--- config.mk ---
export PLATFORM = sky130hd
export DESIGN_NAME = shared_buffer_dual_stack
export DESIGN_NICKNAME = d
export VERILOG_FILES = /design/src/rtl/sbds_pkg.sv /design/src/rtl/shared_buffer_dual_stack.sv /design/src/rtl/sbds_ctrl.sv /design/src/rtl/sbds_datapath.sv
export SDC_FILE = /design/constraint.sdc
export NUM_CORES = 2
export LEC_CHECK = 0
export CAP_MARGIN = 20
export CORE_AREA = 2 2 364 366
export DETAILED_ROUTE_END_ITERATION = 8
export DIE_AREA = 0 0 366 368
export DONT_BUFFER_PORTS = 1
export PLACE_DENSITY_LB_ADDON = 0.12
export SLEW_MARGIN = 20
export SYNTH_ARGS = -nofsm -noshare
export SYNTH_HDL_FRONTEND = slang
export SYNTH_HIERARCHICAL = 1
export SYNTH_SLANG_ARGS = --single-unit
--- constraint.sdc ---
create_clock -name clk -period 11.6 [get_ports clk]
set_clock_uncertainty 0.15 [all_clocks]
set_input_delay 2.32 -clock clk [delete_from_list [all_inputs] [get_ports clk]]
set_output_delay 2.32 -clock clk [all_outputs]
set_load 0.02 [all_outputs]
--- src/rtl/sbds_pkg.sv ---
package sbds_pkg;

  localparam int DEPTH_DEFAULT = 64;
  localparam int WORD_W        = 32;
  localparam int OP_W          = 2;
  localparam int STATUS_W      = 2;
  localparam int COUNT_W       = 7;
  localparam int IN_W          = 40;
  localparam int OUT_W         = 48;

  typedef enum logic [OP_W-1:0] {
    OP_PUSH_ONE = 2'd0,
    OP_PUSH_TWO = 2'd1,
    OP_POP_ONE  = 2'd2,
    OP_POP_TWO  = 2'd3
  } op_t;

  typedef enum logic [STATUS_W-1:0] {
    ST_DONE  = 2'd0,
    ST_FULL  = 2'd1,
    ST_EMPTY = 2'd2
  } status_t;

  typedef enum logic {
    S_IDLE,
    S_READ
  } state_t;

  // controller to datapath
  typedef struct packed {
    logic accept;
    logic load_now;
    logic load_read;
  } ctl_cmd_t;

  // datapath to controller
  typedef struct packed {
    logic need_read;
    logic out_free;
  } dp_status_t;

endpackage

--- src/rtl/shared_buffer_dual_stack.sv ---
// channel | dir | tdata fields (lsb first)
// s_axis  | in  | operation[1:0], push_value[33:2], zero[39:34]
// m_axis  | out | pop_value[31:0], status[33:32], count_one[40:34], count_two[47:41]
//
// push or refused op: the result goes into the output register as the item is accepted
// successful pop: the store's registered read port captures the word, then S_READ loads it into the output register
// one item in flight; a new item is taken once the output register is free or being taken
// rst clears both stack depths and the output valid; store contents are not cleared
// a stalled result holds in the output register and blocks further input
module shared_buffer_dual_stack #(
  parameter int DEPTH = sbds_pkg::DEPTH_DEFAULT
) (
  input  logic                       clk,
  input  logic                       rst,
  input  logic                       s_tvalid,
  output logic                       s_tready,
  input  logic [sbds_pkg::IN_W-1:0]  s_tdata,   // operation, push_value
  output logic                       m_tvalid,
  input  logic                       m_tready,
  output logic [sbds_pkg::OUT_W-1:0] m_tdata    // pop_value, status, count_one, count_two
);

  sbds_pkg::ctl_cmd_t   cmd;
  sbds_pkg::dp_status_t dp_st;

  sbds_ctrl u_ctrl (
    .clk      (clk),
    .rst      (rst),
    .s_tvalid (s_tvalid),
    .s_tready (s_tready),
    .dp_st    (dp_st),
    .cmd      (cmd)
  );

  sbds_datapath #(
    .DEPTH (DEPTH)
  ) u_dp (
    .clk      (clk),
    .rst      (rst),
    .s_tdata  (s_tdata),
    .m_tvalid (m_tvalid),
    .m_tready (m_tready),
    .m_tdata  (m_tdata),
    .cmd      (cmd),
    .dp_st    (dp_st)
  );

endmodule

--- src/rtl/sbds_ctrl.sv ---
module sbds_ctrl (
  input  logic                clk,
  input  logic                rst,
  input  logic                s_tvalid,
  output logic                s_tready,
  input  sbds_pkg::dp_status_t dp_st,
  output sbds_pkg::ctl_cmd_t  cmd
);

  sbds_pkg::state_t state;
  sbds_pkg::state_t state_next;

  always_ff @(posedge clk) begin
    if (rst) begin
      state <= sbds_pkg::S_IDLE;
    end else begin
      state <= state_next;
    end
  end

  always_comb begin
    state_next    = state;
    s_tready      = 1'b0;
    cmd.accept    = 1'b0;
    cmd.load_now  = 1'b0;
    cmd.load_read = 1'b0;
    case (state)
      sbds_pkg::S_IDLE: begin
        s_tready = dp_st.out_free;
        if (s_tvalid && dp_st.out_free) begin
          cmd.accept = 1'b1;
          if (dp_st.need_read) begin
            state_next = sbds_pkg::S_READ;
          end else begin
            cmd.load_now = 1'b1;
          end
        end
      end
      sbds_pkg::S_READ: begin
        // output slot is empty here: it was free when the pop was taken
        cmd.load_read = 1'b1;
        state_next    = sbds_pkg::S_IDLE;
      end
      default: begin
        state_next = sbds_pkg::S_IDLE;
      end
    endcase
  end

endmodule

--- src/rtl/sbds_datapath.sv ---
module sbds_datapath #(
  parameter int DEPTH = sbds_pkg::DEPTH_DEFAULT
) (
  input  logic                          clk,
  input  logic                          rst,
  input  logic [sbds_pkg::IN_W-1:0]     s_tdata,
  output logic                          m_tvalid,
  input  logic                          m_tready,
  output logic [sbds_pkg::OUT_W-1:0]    m_tdata,
  input  sbds_pkg::ctl_cmd_t            cmd,
  output sbds_pkg::dp_status_t          dp_st
);

  localparam int CW = $clog2(DEPTH + 1);
  localparam int AW = $clog2(DEPTH);

  logic [sbds_pkg::WORD_W-1:0] mem [DEPTH];
  logic [sbds_pkg::WORD_W-1:0] rdata;

  logic [CW-1:0] depth_one;
  logic [CW-1:0] depth_two;
  logic [CW-1:0] depth_one_next;
  logic [CW-1:0] depth_two_next;
  logic [CW:0]   total;
  logic          full;

  sbds_pkg::op_t               op;
  logic [sbds_pkg::WORD_W-1:0] push_value;
  sbds_pkg::status_t           st;
  logic                        wr_en;
  logic                        rd_en;
  logic [AW-1:0]               addr;

  logic                               out_valid;
  logic [sbds_pkg::WORD_W-1:0]        o_pop;
  sbds_pkg::status_t                  o_status;
  logic [sbds_pkg::COUNT_W-1:0]       o_c1;
  logic [sbds_pkg::COUNT_W-1:0]       o_c2;

  assign op         = sbds_pkg::op_t'(s_tdata[sbds_pkg::OP_W-1:0]);
  assign push_value = s_tdata[sbds_pkg::OP_W +: sbds_pkg::WORD_W];
  assign total      = {1'b0, depth_one} + {1'b0, depth_two};
  assign full       = total >= (CW+1)'(DEPTH);

  always_comb begin
    st             = sbds_pkg::ST_DONE;
    wr_en          = 1'b0;
    rd_en          = 1'b0;
    addr           = '0;
    depth_one_next = depth_one;
    depth_two_next = depth_two;
    case (op)
      sbds_pkg::OP_PUSH_ONE: begin
        if (full) begin
          st = sbds_pkg::ST_FULL;
        end else begin
          wr_en          = 1'b1;
          addr           = depth_one[AW-1:0];
          depth_one_next = depth_one + 1'b1;
        end
      end
      sbds_pkg::OP_PUSH_TWO: begin
        if (full) begin
          st = sbds_pkg::ST_FULL;
        end else begin
          wr_en          = 1'b1;
          addr           = AW'(DEPTH - 1) - depth_two[AW-1:0];
          depth_two_next = depth_two + 1'b1;
        end
      end
      sbds_pkg::OP_POP_ONE: begin
        if (depth_one == '0) begin
          st = sbds_pkg::ST_EMPTY;
        end else begin
          rd_en          = 1'b1;
          depth_one_next = depth_one - 1'b1;
          addr           = depth_one_next[AW-1:0];
        end
      end
      sbds_pkg::OP_POP_TWO: begin
        if (depth_two == '0) begin
          st = sbds_pkg::ST_EMPTY;
        end else begin
          rd_en          = 1'b1;
          depth_two_next = depth_two - 1'b1;
          // entry DEPTH-1-depth_two_next, i.e. DEPTH-depth_two
          addr           = AW'(CW'(DEPTH) - depth_two);
        end
      end
      default: begin
        st = sbds_pkg::ST_EMPTY;
      end
    endcase
  end

  assign dp_st.need_read = rd_en;
  assign dp_st.out_free  = !out_valid || m_tready;

  always_ff @(posedge clk) begin
    if (cmd.accept && wr_en) begin
      mem[addr] <= push_value;
    end
    if (cmd.accept && rd_en) begin
      rdata <= mem[addr];
    end
  end

  always_ff @(posedge clk) begin
    if (rst) begin
      depth_one <= '0;
      depth_two <= '0;
    end else if (cmd.accept) begin
      depth_one <= depth_one_next;
      depth_two <= depth_two_next;
    end
  end

  always_ff @(posedge clk) begin
    if (rst) begin
      out_valid <= 1'b0;
    end else if (cmd.load_now || cmd.load_read) begin
      out_valid <= 1'b1;
    end else if (m_tready) begin
      out_valid <= 1'b0;
    end
  end

  always_ff @(posedge clk) begin
    if (cmd.load_now) begin
      o_pop    <= '0;
      o_status <= st;
      o_c1     <= sbds_pkg::COUNT_W'(depth_one_next);
      o_c2     <= sbds_pkg::COUNT_W'(depth_two_next);
    end else if (cmd.load_read) begin
      // depths already hold the post-pop values
      o_pop    <= rdata;
      o_status <= sbds_pkg::ST_DONE;
      o_c1     <= sbds_pkg::COUNT_W'(depth_one);
      o_c2     <= sbds_pkg::COUNT_W'(depth_two);
    end
  end

  assign m_tvalid = out_valid;
  assign m_tdata  = {o_c2, o_c1, o_status, o_pop};

endmodule

* Word level (Yosys, flattened, before mapping) *
Memory sizes are Yosys's and may differ from the RTL's. A register that Yosys moved wholly into a read port is not among the register bits.
Cells that the tools add are included.
Widths: inputs -> output; s select.

word-level totals
  bits in registers = 64
  bits in writable memories = 2048
  input port bits = 44
  output and inout port bits = 50
  word-level logic and storage cells = 71
  memories kept = 1

memory list
  name      words  bits a word  read ports  clocked after memory_dff  write ports  RTL line             RTL
  u_dp.mem  64     32           1           1                         1            sbds_datapath.sv:17  logic [sbds_pkg::WORD_W-1:0] mem [DEPTH];

cells by class
  $add $sub $neg = 7
  magnitude comparators = 1
  equality and inequality tests = 3
  muxes and demuxes = 38
  bitwise logic cells = 1
  reduce and logical (&&, ||, !) cells = 12

operator list
  cell                 number
  $mux 7               8
  $pmux 7 s2           2
  $mux 6               4
  $pmux 6 s4           1
  $add 7x1->7 const B  2
  $logic_not 7->1      2
  $mux 1               14
  $sub 7x1->7 const B  2
  $mux 2               6
  $add 7x7->8          1
  $ge 8x7->1 const B   1
  $pmux 2 s3           1
  $sub 1x6->6 const A  1
  $sub 6x6->6 const A  1
  $eq 2x2->1 const B   2
  $pmux 1 s2           2
  $reduce_bool 2->1    2
  $logic_and 1x1->1    3
  $eq 2x1->1 const B   1
  $logic_not 2->1      1
  $logic_or 1x1->1     2
  $reduce_or 2->1      1
  $logic_not 1->1      1
  $not 1->1            1

* Depth between registers and ports, before layout *
  depth after elaboration = 9
  depth in mapped cells = 19
  gate-level depth less buffers = 13

* By module *
The synthesis kept the hierarchy.

by module, submodules not included
  module         times used  cells each  area each (um2)  seq. area each (um2)
  sbds_datapath  1           5740        84544.8          63881.3
  sbds_ctrl      1           7           76.3             20.0

* Least setup slack after synthesis *
OpenSTA, ideal clock, no wires.

  path type = in2reg
  from = input port s_tdata[0] (netlist name)
  to = memory u_dp/mem[10][0] (netlist name) (enable)
  setup time = 421 ps
  arrival = 5951 ps
  data required time = 11029 ps
  path slack = 5078 ps
  stages = 13
  buffers on the path = 8
  path through = buf_2 buf_2 a21oi_1 o211ai_1 nand2_2 buf_4 buf_2 buf_2 clkbuf_1 buf_2 buf_2 nand2_1 nor2_1

between the ends
  cells in the longest elaborated chain, start to end = 6
  elaborated cells between the ends (all ways) = 10
  those cells by class = eq/ne: 3; mux: 4; reduce/logical: 3

ends and longest elaborated chain
  what                                                  RTL line                        RTL
  start: declaration                                    shared_buffer_dual_stack.sv:17  input logic [sbds_pkg::IN_W-1:0] s_tdata,
  $eq 2x1->1 / $logic_not 2->1 (equally long branches)  sbds_datapath.sv:52             case (op)
  $reduce_or 2->1 (no source line)                      n/a
  $mux 1                                                n/a
  $logic_and 1x1->1                                     sbds_datapath.sv:100            if (cmd.accept && wr_en) begin
  $mux 1                                                sbds_datapath.sv:100
  $mux 1 (implied by the code)                          sbds_datapath.sv:101            mem[addr] <= push_value;
  end: declaration                                      sbds_datapath.sv:17

Parallel ways exist; a longest one is shown, timed or not.

* Worst setup path after layout *
  from = register u_dp.depth_one[0]
  to = register u_dp/rdata[12] (netlist name), read port of u_dp.mem (data pin)

between the ends
  cells in the longest elaborated chain, start to end = 4
  elaborated cells between the ends (all ways) = 11
  those cells by class = add/sub: 2; order compare: 1; mux: 6; reduce/logical: 2

ends and longest elaborated chain
  what                                                    RTL line                                   RTL
  start: declaration                                      sbds_datapath.sv:20                        logic [CW-1:0] depth_one;
  start signal: assignment                                sbds_datapath.sv:113                       depth_one <= depth_one_next;
  $add 7x7->8 / $logic_not 7->1 (equally long branches)   sbds_datapath.sv:42, sbds_datapath.sv:72
  $ge 8x7->1 / $mux 1 (equally long branches)             sbds_datapath.sv:43, sbds_datapath.sv:72
  $mux 6, or another cell as far along                    sbds_datapath.sv:63                        if (full) begin
  $pmux 6 s4 / $logic_and 1x1->1 (equally long branches)  sbds_datapath.sv:52, sbds_datapath.sv:103
  end: declaration                                        sbds_datapath.sv:18                        logic [sbds_pkg::WORD_W-1:0] rdata;

Parallel ways exist; a longest one is shown, timed or not.
A chain may end at the register's enable or synchronous reset.

==> metrics.csv <==
stage,metric,value,unit
cts,cts repair resizes,0,
route,Residual DRC,0,
synth,synth top area cells,"edfxtp_1 74%, nand3_1 4.6%, a31oi_1 4.1%",
sta,Max Clock Freq,148,MHz
synth,Commonest cells post-synth,"2096 x edfxtp_1, 782 x nand3_1, 553 x a31oi_1, 481 x nand2_1, 362 x and3_1",
synth,part of the Yosys area used for sequential elements,75.5,%
cts,CTS root buf,clkbuf_16,
worst_hold_path,hold-critical path depth,2,
synth,Synth Net Count,5808,
route,routed vias/inst,7.03,
cts,clock slew at reported path FFs,0.06,ns
placed_design,port bufs,0,
power,maximum vdd drop,0.150,mV
worst_setup_path,crit start category,flop,
die,Ports,94,
worst_setup_path,worst reg-to-reg path cell count,14,
global_route,vias in the first global route,49220,
sta,Slew HR,19.2,%
layout,Finished Layout Cells,7545,
cts,Clock Tree Buf Depth,3,
sta,Least-Margin Pin Slew,1.20,ns
synth,leading area contributor after synthesis,edfxtp_1,
sta,final critical-path required period,6.74,ns
placed_design,Area after DPL,86700,µm²
worst_hold_path,Hold Path Class,flop to flop,
layout,Final Util,71.1,%
synth,Netlist cell types,65,
worst_setup_path,worst-path fanout max,161,
sta,post-route setup TNS,0,ns
die,Die W,366,µm
die,Die Ht,368,µm
layout,Nets,5678,
route,Final ANT Viol Nets,0,
power,leak pwr,29.7,nW
run,Max Cap Viol,0,
die,number of core rows,133,
synth,"count leader, synth",edfxtp_1,
route,routed via count,53065,
cts,CTS tree,built,
cts,clock latency at the later pin of the worst-skew pair,0.85,ns
die,total die area,135000,µm²
global_route,initial antenna violation count,12,
sta,Final Setup Violations,0,
synth,Synth Instances,5747,
placed_design,GP Congestion,0.868,
cts,clock sinks,2144,
synth,Synth Register Bits,2144,
global_route,largest net degree at the start of global routing,171,
placed_design,Final HPWL DP,120,mm
global_route,All-Layer GR Usage,34.0,%
worst_setup_path,Crit. End Element,flop,
run_status,status,"complete, no violations",
cts,Num CTS Buffers,205,
sta,Final Hold Fails,0,
sta,crit share post-route,58.1,%
global_route,gr ovfl total,0,
synth,ys flop type,edfxtp_1,
sta,Pins Over Slew Limit,0,
route,drt pass-1 iters,6,
layout,layout cells sized above 1,9.65,%
placed_design,Post-Place Cells,7165,
die,Initial Utilization,64.7,%
placed_design,dpl ws,4.38,ns
global_route,first-pass GRT wire length,333,mm
power,PD cells,187,nW/µm²
synth,"Async S/R FF share, synth",0,%
cts,Post-CTS Setup Bufs,0,
synth,top cell type's share of synthesized area,74.4,%
sta,worst setup margin,4.86,ns
synth,"EDFF count, synth",2096,
worst_setup_path,"Req. time, crit path",12.00,ns
worst_setup_path,critical path class,flop to flop,
layout,Area Growth Syn to Fin,9.88,%
cts,# hold bufs at CTS,0,
route,routed length per instance,30.6,µm
synth,synthesized area per cell,14.7,µm²
route,final WL,231,mm
layout,final instance area,93000,µm²
synth,warnings from Yosys,6,
synth,"Cell Area, Synth",84600,µm²
worst_setup_path,Worst EP arrival,7.14,ns
route,initial DRC count,8414,
sta,RSZ-0062 raised after global routing,false,
die,core area,131000,µm²
cts,total number of H-tree levels,4,
[sequential cells by signal (all words and copies together), names as in the netlist]
signal	flops
u_dp/o_c1	7
u_dp/o_c2	7
u_ctrl/state	1
u_dp/o_pop	32
u_dp/o_status	2
u_dp/m_tvalid	1
u_dp/depth_two	7
u_dp/rdata	32
u_dp/mem	2048
u_dp/depth_one	7
[power by group]
group | total (mW) | internal [mW] | switching, mW
clock network | 6.27 | 3.50 | 2.78
registers | 8.70 | 8.61 | 0.0822
logic | 2.46 | 0.694 | 1.77
[worst max-delay path, cell delays in order (launching register included)]
cell,delay (ns)
dfxtp_1,0.42
ha_1,0.28
fa_1,0.39
a211oi_1,0.25
o211ai_1,0.19
nand2_1,0.42
ha_1,0.28
mux2_2,0.21
o21a_4,0.69
buf_12,0.63
buf_4,0.75
o211ai_1,0.19
a22o_1,0.31
a2111oi_2,0.95
nand4_1,0.20
[kinds of logic (layout without fill, tap and decap cells)]
logic type	after synthesis	after routing	synth area share, %
other	0	6	0
AOI/OAI and AO/OA	997	997	8.25
muxes	151	151	2.14
and+or+nand+nor	1930	1930	11.3
xor gates and xnor gates	7	7	0.0725
adders and majority gates	17	17	0.260
buffers and inverters	501	538	2.42
DFF	2144	2144	75.5
[worst paths after layout]
kind                                        start              to  slack, ns
worst min-delay path               u_dp/rdata[27]  u_dp/o_pop[27]       0.34
worst max-delay path            u_dp/depth_one[0]  u_dp/rdata[12]       4.86
worst min register to register     u_dp/rdata[27]  u_dp/o_pop[27]       0.34
worst max register to register  u_dp/depth_one[0]  u_dp/rdata[12]       4.86
[area by class of cell]
| class | instances | area (µm²) |
|---|---|---|
| antenna | 6 | 15.0 |
| tap | 1755 | 2200 |
| clock buffer | 287 | 5530 |
| fill | 8327 | 37800 |
| multi-input combinational | 3102 | 19300 |
| clock inverter | 87 | 716 |
| sequential | 2144 | 63900 |
| inverter | 12 | 45.0 |
| timing repair buffer | 152 | 1290 |
[cell usage in the layout (no fill, tap or decap), types with 13 or more instances in the layout]
cell type  netlist  final
a22oi_1         14     14
mux4_2          23     23
nor3_1          13     13
o211ai_1        79     79
edfxtp_1      2096   2096
nor2_4           0     67
dfxtp_1         48     47
nand2_1        481    481
clkbuf_1       344     75
mux2i_1        121    121
a2111oi_2       10     13
a311oi_1       107    107
and3_1         362    362
nor2_1         144     74
clkinv_2         0     26
clkinv_1         0     37
nor4_1          38     34
o21ai_0         16     16
ha_1            16     16
a22o_1          28     28
or4_1           24     24
a211oi_1       116    116
nand3_1        782    780
a21oi_1         28     27
clkbuf_16        0    207
buf_4            6    139
nand4_1         36     36
a31oi_1        553    553
[through the flow]
stage / hold slack (ns) / total power [mW]
floorplan: 0.306 / 10.4
global placement: 0.311 / 11.2
detailed placement: 0.323 / 11.2
CTS: 0.341 / 17.4
global route: 0.356 / 17.9
finish: 0.339 / 17.4
[routing by layer]
metal	GRT usage, %	routed length, µm
met5	0	0
met3	6.83	28200
met1	48.5	86100
met2	51.7	106000
met4	15.2	10600
Power figures use the tool's default switching activity.
